### config.mk
export PLATFORM = sky130hd
export DESIGN_NAME = greedy_word_wrap
export DESIGN_NICKNAME = d
export VERILOG_FILES = /design/src/rtl/gww_pkg.sv /design/src/rtl/greedy_word_wrap.sv /design/src/rtl/gww_ctrl.sv /design/src/rtl/gww_dp.sv
export SDC_FILE = /design/constraint.sdc
export NUM_CORES = 1
export LEC_CHECK = 0
export ABC_AREA = 0
export BUFFER_PORTS_ARGS = -buffer_cell sky130_fd_sc_hd__buf_2
export CAP_MARGIN = 20
export CELL_PAD_IN_SITES_DETAIL_PLACEMENT = 1
export CELL_PAD_IN_SITES_GLOBAL_PLACEMENT = 1
export CORE_UTILIZATION = 58
export CTS_BUF_LIST = sky130_fd_sc_hd__clkbuf_4 sky130_fd_sc_hd__clkbuf_8
export CTS_CLUSTER_DIAMETER = 150
export DETAILED_ROUTE_END_ITERATION = 10
export PLACE_DENSITY = 0.9
export SLEW_MARGIN = 10
export SYNTH_ARGS = -nofsm -noshare
export SYNTH_HDL_FRONTEND = slang
export SYNTH_SLANG_ARGS = --single-unit
### constraint.sdc
create_clock -name aclk -period 4.9 [get_ports aclk]
set_clock_uncertainty 0.1 [all_clocks]
set_input_delay 0.49 -clock aclk [delete_from_list [all_inputs] [get_ports aclk]]
set_output_delay 0.49 -clock aclk [all_outputs]
set_load 0.02 [all_outputs]
### src/rtl/gww_pkg.sv
package gww_pkg;

    // Register reset values and character codes
    localparam logic [5:0] LINE_WIDTH_RST = 6'd21;
    localparam logic [7:0] MAX_LINES_RST  = 8'd24;
    localparam logic [7:0] SPACE_CODE     = 8'h20;
    localparam logic [7:0] EOT_CODE       = 8'h00;

    // Configuration register indexes
    localparam logic REG_LINE_WIDTH = 1'b0;
    localparam logic REG_MAX_LINES  = 1'b1;

    // Datapath operations issued by the controller
    typedef enum logic [3:0] {
        OP_NONE       = 4'd0,
        OP_LATCH      = 4'd1,
        OP_STORE      = 4'd2,
        OP_EOT        = 4'd3,
        OP_BRK_SPACE  = 4'd4,
        OP_BRK_WORD   = 4'd5,
        OP_BRK_HARD   = 4'd6,
        OP_SHIFT_GO   = 4'd7,
        OP_TAIL_STORE = 4'd8,
        OP_TAIL_DROP  = 4'd9
    } op_t;

    typedef struct packed {
        op_t op;
    } cmd_t;

    // Status flags seen by the controller
    typedef struct packed {
        logic eot;       // latched char ends the text
        logic space;     // latched char is a space
        logic limit;     // line limit reached
        logic skipping;  // dropping leading spaces
        logic fits;      // line not yet full
        logic seen;      // line holds a space
        logic at_cap;    // line buffer full to its physical size
        logic busy;      // emit or shift still running
    } stat_t;

endpackage

### src/rtl/greedy_word_wrap.sv
// Greedy word wrap of a byte stream. Each input transfer carries one text byte
// (0 ends the text, 0x20 is a space); each output transfer carries one character
// of an emitted line (or none, to close a text) with its line number and
// end-of-line / end-of-text flags. An ordinary character is captured, then
// decided on and written into the line store. A break on a space, a hard
// break and a word break stream the emitted line out, and a word break then
// also moves the characters it carries: the line store has a single
// registered read port, which streams the emitted line out and then moves the
// carried word down one character per cycle. End of text flushes the
// characters still in the line. Receiver stalls add to the emit time. The
// output register lets the next byte be taken while the last result still
// waits.
// line_width and max_lines may be written only while the block is idle.
module greedy_word_wrap #(
    parameter int LINE_CHARS = 32
) (
    input  logic       aclk,
    input  logic       aresetn,
    input  logic       cfg_we,
    input  logic [0:0] cfg_index,
    input  logic [7:0] cfg_wdata,
    input  logic       s_valid,
    output logic       s_ready,
    input  logic [7:0] s_char_code,
    output logic       m_valid,
    input  logic       m_ready,
    output logic [7:0] m_out_char,
    output logic       m_char_valid,
    output logic [7:0] m_line_number,
    output logic       m_line_end,
    output logic       m_text_done
);

    gww_pkg::cmd_t  cmd;
    gww_pkg::stat_t stat;

    gww_ctrl u_ctrl (
        .aclk    (aclk),
        .aresetn (aresetn),
        .s_valid (s_valid),
        .s_ready (s_ready),
        .stat    (stat),
        .cmd     (cmd)
    );

    gww_dp #(
        .LINE_CHARS (LINE_CHARS)
    ) u_dp (
        .aclk          (aclk),
        .aresetn       (aresetn),
        .cfg_we        (cfg_we),
        .cfg_index     (cfg_index),
        .cfg_wdata     (cfg_wdata),
        .s_char_code   (s_char_code),
        .cmd           (cmd),
        .stat          (stat),
        .m_ready       (m_ready),
        .m_valid       (m_valid),
        .m_out_char    (m_out_char),
        .m_char_valid  (m_char_valid),
        .m_line_number (m_line_number),
        .m_line_end    (m_line_end),
        .m_text_done   (m_text_done)
    );

endmodule

### src/rtl/gww_ctrl.sv
module gww_ctrl (
    input  logic           aclk,
    input  logic           aresetn,
    input  logic           s_valid,
    output logic           s_ready,
    input  gww_pkg::stat_t stat,
    output gww_pkg::cmd_t  cmd
);

    typedef enum logic [5:0] {
        ST_IDLE      = 6'b000001,
        ST_DECIDE    = 6'b000010,
        ST_EMIT_WAIT = 6'b000100,
        ST_BRK_WAIT  = 6'b001000,
        ST_SHIFT     = 6'b010000,
        ST_TAIL      = 6'b100000
    } state_t;

    state_t state_reg, state_next;

    assign s_ready = (state_reg == ST_IDLE);

    // Next state and command
    always_comb begin
        state_next = state_reg;
        cmd.op     = gww_pkg::OP_NONE;
        unique case (state_reg)
            ST_IDLE: begin
                if (s_valid) begin
                    cmd.op     = gww_pkg::OP_LATCH;
                    state_next = ST_DECIDE;
                end
            end
            ST_DECIDE: begin
                if (stat.eot) begin
                    cmd.op     = gww_pkg::OP_EOT;
                    state_next = ST_EMIT_WAIT;
                end else if (stat.limit || (stat.skipping && stat.space)) begin
                    state_next = ST_IDLE;
                end else if (stat.fits) begin
                    cmd.op     = gww_pkg::OP_STORE;
                    state_next = ST_IDLE;
                end else if (stat.space) begin
                    cmd.op     = gww_pkg::OP_BRK_SPACE;
                    state_next = ST_EMIT_WAIT;
                end else if (stat.seen) begin
                    cmd.op     = gww_pkg::OP_BRK_WORD;
                    state_next = ST_BRK_WAIT;
                end else begin
                    cmd.op     = gww_pkg::OP_BRK_HARD;
                    state_next = ST_BRK_WAIT;
                end
            end
            ST_EMIT_WAIT: begin
                if (!stat.busy) state_next = ST_IDLE;
            end
            ST_BRK_WAIT: begin
                // line read out; now move the carried word down
                if (!stat.busy) begin
                    cmd.op     = gww_pkg::OP_SHIFT_GO;
                    state_next = ST_SHIFT;
                end
            end
            ST_SHIFT: begin
                if (!stat.busy) state_next = ST_TAIL;
            end
            ST_TAIL: begin
                cmd.op     = (stat.limit || stat.at_cap) ? gww_pkg::OP_TAIL_DROP
                                                         : gww_pkg::OP_TAIL_STORE;
                state_next = ST_IDLE;
            end
            default: state_next = ST_IDLE;
        endcase
    end

    always_ff @(posedge aclk) begin
        if (!aresetn) begin
            state_reg <= ST_IDLE;
        end else begin
            state_reg <= state_next;
        end
    end

endmodule

### src/rtl/gww_dp.sv
module gww_dp #(
    parameter int LINE_CHARS = 32
) (
    input  logic           aclk,
    input  logic           aresetn,
    input  logic           cfg_we,
    input  logic [0:0]     cfg_index,
    input  logic [7:0]     cfg_wdata,
    input  logic [7:0]     s_char_code,
    input  gww_pkg::cmd_t  cmd,
    output gww_pkg::stat_t stat,
    input  logic           m_ready,
    output logic           m_valid,
    output logic [7:0]     m_out_char,
    output logic           m_char_valid,
    output logic [7:0]     m_line_number,
    output logic           m_line_end,
    output logic           m_text_done
);

    localparam int FW = $clog2(LINE_CHARS + 1);
    localparam int IW = (LINE_CHARS > 1) ? $clog2(LINE_CHARS) : 1;
    localparam int CW = (FW > 7) ? FW : 7;

    // Configuration
    logic [5:0] lw_reg;
    logic [7:0] ml_reg;

    // Text state
    logic [7:0]    char_reg;
    logic [FW-1:0] fill_reg, fill_next;
    logic [IW-1:0] lsp_reg, lsp_next;
    logic          seen_reg, seen_next;
    logic          skip_reg, skip_next;
    logic [7:0]    lines_reg, lines_next;

    // Emit unit
    logic [FW-1:0] em_idx_reg, em_len_reg;
    logic [7:0]    em_line_reg;
    logic          em_done_reg, em_empty_reg;
    logic          rd_pend_reg, rd_last_reg;
    logic [7:0]    rd_data_reg;

    // Shift unit
    logic          sh_run_reg, sh_pend_reg;
    logic [FW-1:0] sh_left_reg, sh_src_reg;
    logic [IW-1:0] sh_dst_reg, sh_wdst_reg;

    // Output register
    logic       m_valid_reg, m_cvalid_reg, m_lend_reg, m_done_reg;
    logic [7:0] m_char_reg, m_line_reg;

    // Line store
    logic [7:0]    mem [LINE_CHARS];
    logic          mem_we, mem_re;
    logic [IW-1:0] mem_waddr, mem_raddr;
    logic [7:0]    mem_wdata;

    gww_pkg::op_t  op;
    logic [CW-1:0] lw_ext, cap, effw;
    logic          is_space, limit;
    logic          out_free, em_left, em_issue, rd_load, empty_load, sh_issue;
    logic          em_start, eot_has_line;
    logic [FW-1:0] em_len_start, rem_cnt;

    assign op = cmd.op;

    // Effective width: zero acts as one, clipped to the buffer size
    assign lw_ext = CW'(lw_reg);
    assign cap    = CW'(LINE_CHARS);
    always_comb begin
        if (lw_ext == '0)     effw = CW'(1);
        else if (lw_ext > cap) effw = cap;
        else                   effw = lw_ext;
    end

    assign is_space = (char_reg == gww_pkg::SPACE_CODE);
    assign limit    = (lines_reg >= ml_reg);
    assign rem_cnt  = fill_reg - FW'(lsp_reg) - FW'(1);

    // Handshake of the emit pipeline and shift sweep
    assign out_free   = !m_valid_reg || m_ready;
    assign em_left    = (em_idx_reg != em_len_reg);
    assign rd_load    = rd_pend_reg && out_free;
    assign em_issue   = em_left && (!rd_pend_reg || out_free);
    assign empty_load = em_empty_reg && out_free;
    assign sh_issue   = sh_run_reg && (sh_left_reg != '0);

    assign stat.eot      = (char_reg == gww_pkg::EOT_CODE);
    assign stat.space    = is_space;
    assign stat.limit    = limit;
    assign stat.skipping = skip_reg;
    assign stat.fits     = (CW'(fill_reg) < effw);
    assign stat.seen     = seen_reg;
    assign stat.at_cap   = (fill_reg >= FW'(LINE_CHARS));
    assign stat.busy     = em_left || rd_pend_reg || em_empty_reg ||
                           (sh_run_reg && (sh_left_reg != '0)) || sh_pend_reg;

    // Memory port selection
    assign mem_re    = em_issue || sh_issue;
    assign mem_raddr = em_issue ? em_idx_reg[IW-1:0] : sh_src_reg[IW-1:0];
    assign mem_we    = sh_pend_reg || (op == gww_pkg::OP_STORE) ||
                       (op == gww_pkg::OP_TAIL_STORE);
    assign mem_waddr = sh_pend_reg ? sh_wdst_reg : fill_reg[IW-1:0];
    assign mem_wdata = sh_pend_reg ? rd_data_reg : char_reg;

    always_ff @(posedge aclk) begin
        if (mem_we) mem[mem_waddr] <= mem_wdata;
        if (mem_re) rd_data_reg <= mem[mem_raddr];
    end

    // Emit length chosen at the start of a line readout
    assign eot_has_line = (fill_reg != '0) && !limit;
    always_comb begin
        em_start     = 1'b1;
        em_len_start = fill_reg;
        case (op)
            gww_pkg::OP_EOT:       em_len_start = eot_has_line ? fill_reg : '0;
            gww_pkg::OP_BRK_SPACE: em_len_start = fill_reg;
            gww_pkg::OP_BRK_WORD:  em_len_start = FW'(lsp_reg);
            gww_pkg::OP_BRK_HARD:  em_len_start = fill_reg;
            default:               em_start     = 1'b0;
        endcase
    end

    // Text state update
    always_comb begin
        fill_next  = fill_reg;
        lsp_next   = lsp_reg;
        seen_next  = seen_reg;
        skip_next  = skip_reg;
        lines_next = lines_reg;
        unique case (op)
            gww_pkg::OP_STORE: begin
                if (is_space) begin
                    lsp_next  = fill_reg[IW-1:0];
                    seen_next = 1'b1;
                end
                fill_next = fill_reg + FW'(1);
                skip_next = 1'b0;
            end
            gww_pkg::OP_EOT: begin
                fill_next  = '0;
                lsp_next   = '0;
                seen_next  = 1'b0;
                skip_next  = 1'b1;
                lines_next = '0;
            end
            gww_pkg::OP_BRK_SPACE: begin
                fill_next  = '0;
                lsp_next   = '0;
                seen_next  = 1'b0;
                skip_next  = 1'b1;
                lines_next = lines_reg + 8'd1;
            end
            gww_pkg::OP_BRK_WORD: begin
                // a space in the first position emits nothing
                fill_next  = rem_cnt;
                lsp_next   = '0;
                seen_next  = 1'b0;
                lines_next = (lsp_reg != '0) ? lines_reg + 8'd1 : lines_reg;
            end
            gww_pkg::OP_BRK_HARD: begin
                fill_next  = '0;
                lsp_next   = '0;
                seen_next  = 1'b0;
                lines_next = lines_reg + 8'd1;
            end
            gww_pkg::OP_TAIL_STORE: begin
                fill_next = fill_reg + FW'(1);
                skip_next = 1'b0;
            end
            gww_pkg::OP_TAIL_DROP: begin
                fill_next = '0;
                skip_next = 1'b1;
            end
            default: ;
        endcase
    end

    always_ff @(posedge aclk) begin
        if (!aresetn) begin
            fill_reg  <= '0;
            lsp_reg   <= '0;
            seen_reg  <= 1'b0;
            skip_reg  <= 1'b1;
            lines_reg <= '0;
        end else begin
            fill_reg  <= fill_next;
            lsp_reg   <= lsp_next;
            seen_reg  <= seen_next;
            skip_reg  <= skip_next;
            lines_reg <= lines_next;
        end
    end

    // Input byte capture
    always_ff @(posedge aclk) begin
        if (op == gww_pkg::OP_LATCH) char_reg <= s_char_code;
    end

    // Configuration writes
    always_ff @(posedge aclk) begin
        if (!aresetn) begin
            lw_reg <= gww_pkg::LINE_WIDTH_RST;
            ml_reg <= gww_pkg::MAX_LINES_RST;
        end else if (cfg_we) begin
            unique case (cfg_index)
                gww_pkg::REG_LINE_WIDTH: lw_reg <= cfg_wdata[5:0];
                gww_pkg::REG_MAX_LINES:  ml_reg <= cfg_wdata;
                default: ;
            endcase
        end
    end

    // Emit unit: one read per cycle while the output register is free, tagged with its line-end flag
    always_ff @(posedge aclk) begin
        if (!aresetn) begin
            em_idx_reg   <= '0;
            em_len_reg   <= '0;
            em_empty_reg <= 1'b0;
            rd_pend_reg  <= 1'b0;
        end else begin
            if (em_start) begin
                em_idx_reg   <= '0;
                em_len_reg   <= em_len_start;
                em_empty_reg <= (op == gww_pkg::OP_EOT) && !eot_has_line;
            end else begin
                if (em_issue) em_idx_reg <= em_idx_reg + FW'(1);
                if (empty_load) em_empty_reg <= 1'b0;
            end
            if (em_issue)     rd_pend_reg <= 1'b1;
            else if (rd_load) rd_pend_reg <= 1'b0;
        end
    end

    always_ff @(posedge aclk) begin
        if (em_start) begin
            em_line_reg <= lines_reg;
            em_done_reg <= (op == gww_pkg::OP_EOT);
        end
        if (em_issue) rd_last_reg <= ((em_idx_reg + FW'(1)) == em_len_reg);
    end

    // Shift unit: move the carried word to the start of the line
    always_ff @(posedge aclk) begin
        if (!aresetn) begin
            sh_run_reg  <= 1'b0;
            sh_left_reg <= '0;
            sh_pend_reg <= 1'b0;
        end else begin
            unique case (op) inside
                gww_pkg::OP_BRK_WORD: begin
                    sh_run_reg  <= 1'b0;
                    sh_left_reg <= rem_cnt;
                end
                gww_pkg::OP_BRK_HARD, gww_pkg::OP_BRK_SPACE: begin
                    sh_run_reg  <= 1'b0;
                    sh_left_reg <= '0;
                end
                gww_pkg::OP_SHIFT_GO: sh_run_reg <= 1'b1;
                default: begin
                    if (sh_issue) sh_left_reg <= sh_left_reg - FW'(1);
                end
            endcase
            sh_pend_reg <= sh_issue;
        end
    end

    always_ff @(posedge aclk) begin
        if (op == gww_pkg::OP_BRK_WORD) begin
            sh_src_reg <= FW'(lsp_reg) + FW'(1);
        end else if (sh_issue) begin
            sh_src_reg <= sh_src_reg + FW'(1);
        end
        if (op == gww_pkg::OP_SHIFT_GO) begin
            sh_dst_reg <= '0;
        end else if (sh_issue) begin
            sh_dst_reg <= sh_dst_reg + IW'(1);
        end
        if (sh_issue) sh_wdst_reg <= sh_dst_reg;
    end

    // Output register
    always_ff @(posedge aclk) begin
        if (!aresetn) begin
            m_valid_reg <= 1'b0;
        end else if (rd_load || empty_load) begin
            m_valid_reg <= 1'b1;
        end else if (m_ready) begin
            m_valid_reg <= 1'b0;
        end
    end

    always_ff @(posedge aclk) begin
        if (rd_load) begin
            m_char_reg   <= rd_data_reg;
            m_cvalid_reg <= 1'b1;
            m_line_reg   <= em_line_reg;
            m_lend_reg   <= rd_last_reg;
            m_done_reg   <= em_done_reg && rd_last_reg;
        end else if (empty_load) begin
            m_char_reg   <= 8'd0;
            m_cvalid_reg <= 1'b0;
            m_line_reg   <= em_line_reg;
            m_lend_reg   <= 1'b0;
            m_done_reg   <= 1'b1;
        end
    end

    assign m_valid       = m_valid_reg;
    assign m_out_char    = m_char_reg;
    assign m_char_valid  = m_cvalid_reg;
    assign m_line_number = m_line_reg;
    assign m_line_end    = m_lend_reg;
    assign m_text_done   = m_done_reg;

endmodule

==> impl_results.md <==
- Status: finished with violations
- Failing checks: hold timing
- VDD IR max: roughly 0.24 mV
- Gate power share: a little under an eighth
- Die area: approximately 29000 µm²
- Cell Rows: between 60 and 70
- CP Max Fanout: 8
- Hold slack: -0.01006 ns
- CTS tree: yes
- Via density: roughly 7.4
- Leakage dissipation: 6.481 nW
- FF-to-FF End: u_dp.mem[18][7]$_DFFE_PP_
- Post-CTS setup buffer count: 0
- Inserted Clock Buffers: between 50 and 60
- Layout cells sized above 1: 17.84%
- Xor/xnor cell area share of the yosys netlist: 1.855%
- CTS clock-pin slew for the worst setup and hold paths: 0.08 ns
- Most flop-heavy register: u_dp.mem
- Starting Density: 59.09%
- Max-cap viol count: 0
- Crit path launch type: flip-flop
- Main synth FF type: edfxtp_1
- Mux cell area share after synthesis: about 8.9%
- P_int: ~0.0054 W
- Via count: 12921
- Vias in the first global route: between 10000 and 15000
- Ys async rst share: 0%
- Initial antenna violation count: 4
- Yosys reg bits: 380
- Final period utilization: 95.55%
- Worst r2r src: u_dp.lines_reg[0]$_SDFFE_PN0P_
- Core Region: between 20000 and 30000 µm²
- Syn nets: about 1300
- Detailed Route Iter0 Violations: about 2500
- WL/cell: approximately 35 µm
- Die Width: roughly 170 µm
- Clock Path Buffers: 3
- Routed Wire Length: slightly above 60000 µm
- Post-synthesis compound-gate area fraction: approximately 8.7%
- Routability cong.: 0.8980
- Adder-cell area share of the yosys netlist: 2.098%
- Root buffer cell: clkbuf_8
- Type of the worst setup path: reg -> reg
- Leading cell type in the layout, fill and taps excluded: edfxtp_1
- Hold Crit Class: in -> reg
- Layout Nets: about 1400
- First-pass GRT wire length: 90390 µm
- Final Max Tran Viols: 0
- Synth unique cells: between 70 and 80
- Combinational family with the most area after synthesis: simple AND/OR/NAND/NOR gates
- Die height: around 170 µm
- Synth warn: 0
- Final hold vios: 1
- Worst-Skew Late Latency: between 0.6 and 0.7 ns
- Reg2reg setup slack: 0.22 ns
- CP Capture Type: flip-flop
- Post-synth EDFFs: just over 300
- DP Worst Slack: around 0.85 ns
- Final setup viols: 0
- Worst Hold Path EP: u_ctrl.state_reg[1]$_SDFFE_PN0P_
- DRT Pass-1 Iters: 8
- Crit path time final: approximately 4.7 ns
- Fmax: around 210 MHz
- Clock sinks: 380
- Synthesized cell area: 16460 µm²
- Register-to-Register Path Depth: 10
- Worst hold path depth: 2
- Drt drc: 0
- Most frequent cells in the layout: 310 x edfxtp_1, 106 x nand2_1, 92 x nor2_1
- Setup ws final: 0.2178 ns
- IO buf count: 42
- Pwr Density: between 400 and 500 nW/µm²
- Max reg flops: between 200 and 300
- Slew Limit Headroom: between 20% and 30%
- HP Start: s_valid
- Critical path arrival: between 4 and 5 ns
- Final ANT Viol Nets: 0
- Psw: approximately 0.0022 W
- Gr ovfl total: 0
- Total global-route track usage: between 40% and 50%
- I/O Pins: 43
- Largest net degree at the start of global routing: 44
- Clock power share: between 30 and 40%
- RSZ-0062 raised after global routing: false
- Fillers: roughly 2600
- H-tree depth: 2
- Post-Syn Instances: roughly 1200
- WP data required: a little over 5 ns
- HPWL after detailed placement: 30900 µm
- Setup Total Neg Slack: 0 ns
- Flop pwr share: around 49%
- Worst Max-Slew Pin Slew: approximately 1.1 ns
- Simple-gate share of the synthesized area: a little over a tenth
- Switch share: roughly 29%
- Area delta synth->final: 11.67%
- Register area share after synthesis: 65.07%
- Avg Inst Size Synth: 13.22 µm²
==> synth_stat cells (7+ instances only) <==
master	instances	area, µm²
and4_1	9	78.83
or3_1	17	106.4
mux2_2	72	810.8
mux2i_1	65	650.6
a21o_1	8	60.06
o211ai_1	7	52.55
a22oi_1	11	82.58
nand3_1	23	115.1
ha_1	26	325.3
o221ai_1	10	87.58
xnor2_1	17	148.9
edfxtp_1	310	9309
dfxtp_1	70	1401
a21oi_1	54	270.3
clkbuf_1	22	82.58
and2_1	16	100.1
nand2b_1	10	62.56
nor2b_1	7	43.79
and3_1	8	50.05
inv_1	39	146.4
nand2_1	106	397.9
nor2_1	92	345.3
xor2_1	16	140.1
o21ai_0	32	160.2
a211oi_1	7	52.55
nor3_1	29	145.1
buf_2	16	80.08
o22ai_1	47	294.0
==> power groups by stage <==
stage	registers (W)	clock network [W]	logic [W]
after global placement	0.00373	0	0.000741
after global routing	0.00369	0.00303	0.000919
final	0.00369	0.00296	0.000910
after floorplan	0.00373	0	0.000513
after CTS	0.00367	0.00284	0.000839
after detailed placement	0.00373	0	0.000783
==> layer usage <==
| layer | up-vias | track usage [%] | wire length, µm |
|---|---|---|---|
| li1 | 4878 | - | - |
| met1 | 6193 | 52.31 | 20670 |
| met2 | 1372 | 66.59 | 27100 |
| met3 | 470 | 14.53 | 8622 |
| met4 | 8 | 29.73 | 5179 |
| met5 | - | 0 | 46 |
==> worst max-delay path by stage <==
stage          cells past startpoint  slack (ns)                         to                           start
6_report                          10        0.22  u_dp.mem[18][7]$_DFFE_PP_  u_dp.lines_reg[0]$_SDFFE_PN0P_
5_1_grt                           10         0.1  u_dp.mem[10][3]$_DFFE_PP_  u_dp.lines_reg[0]$_SDFFE_PN0P_
4_1_cts                           10        0.56  u_dp.mem[18][1]$_DFFE_PP_  u_dp.lines_reg[0]$_SDFFE_PN0P_
3_5_place_dp                       9        0.85   u_dp.mem[2][0]$_DFFE_PP_   u_dp.fill_reg[3]$_SDFFE_PN0P_
3_3_place_gp                       9        1.05   u_dp.mem[7][7]$_DFFE_PP_   u_dp.fill_reg[3]$_SDFFE_PN0P_
2_1_floorplan                     11        1.67  u_dp.mem[11][0]$_DFFE_PP_     u_dp.lw_reg[5]$_SDFFE_PN0P_
==> per-stage QoR <==
| stage | power [W] | area [µm²] | instances | utilization [%] |
|---|---|---|---|---|
| 3_3_place_gp | 0.004469 | 17040 | 1633 | 61.15 |
| 5_1_grt | 0.007635 | 18380 | 1751 | 65.97 |
| 4_1_cts | 0.007358 | 18360 | 1750 | 65.90 |
| 3_5_place_dp | 0.004518 | 17060 | 1634 | 61.25 |
| 2_1_floorplan | 0.004242 | 16460 | 1245 | - |
| 6_report | 0.007565 | 18380 | 1752 | 65.98 |
==> layout make-up <==
class,instances,area [µm²],share of cell area [%]
Timing Repair Buffer,73,523.0,2.845
Tap cell,378,473.0,2.573
Antenna cell,1,2.502,0.01361
Inverter,40,150.1,0.8168
Clock buffer,76,945.9,5.146
Sequential cell,380,10710,58.27
Clock inverter,31,259.0,1.409
Multi-Input combinational cell,773,5318,28.93
==> logic make-up (layout without fill, tap and decap cells) <==
| kind of cell | Yosys count | in the layout |
|---|---|---|
| mux | 137 | 137 |
| buf+inv | 92 | 220 |
| fa+ha+maj | 27 | 27 |
| other cells | 0 | 1 |
| compound gates | 220 | 220 |
| flops | 380 | 380 |
| simple gates | 355 | 355 |
| xor+xnor | 34 | 34 |
==> timing repair <==
| action | CTS | global route |
|---|---|---|
| hold buffers | 9 | 0 |
| setup endpoints to repair | 0 | 0 |
| endpoints found under the hold margin | 9 | 0 |
| resized for setup | 0 | 0 |
==> worst max-delay path, cell delays in order (launching register included) <==
cell and delay [ns]:
dfxtp_1 0.49, inv_1 0.16, ha_1 0.35, nor2b_1 0.16
o21ai_0 0.28, a211oi_1 0.38, o21ai_0 0.22, o21ai_0 0.28
nand3_1 0.30, o41a_1 0.71, nor2_1 0.83
Note: power is estimated with default switching activity, not from simulation.
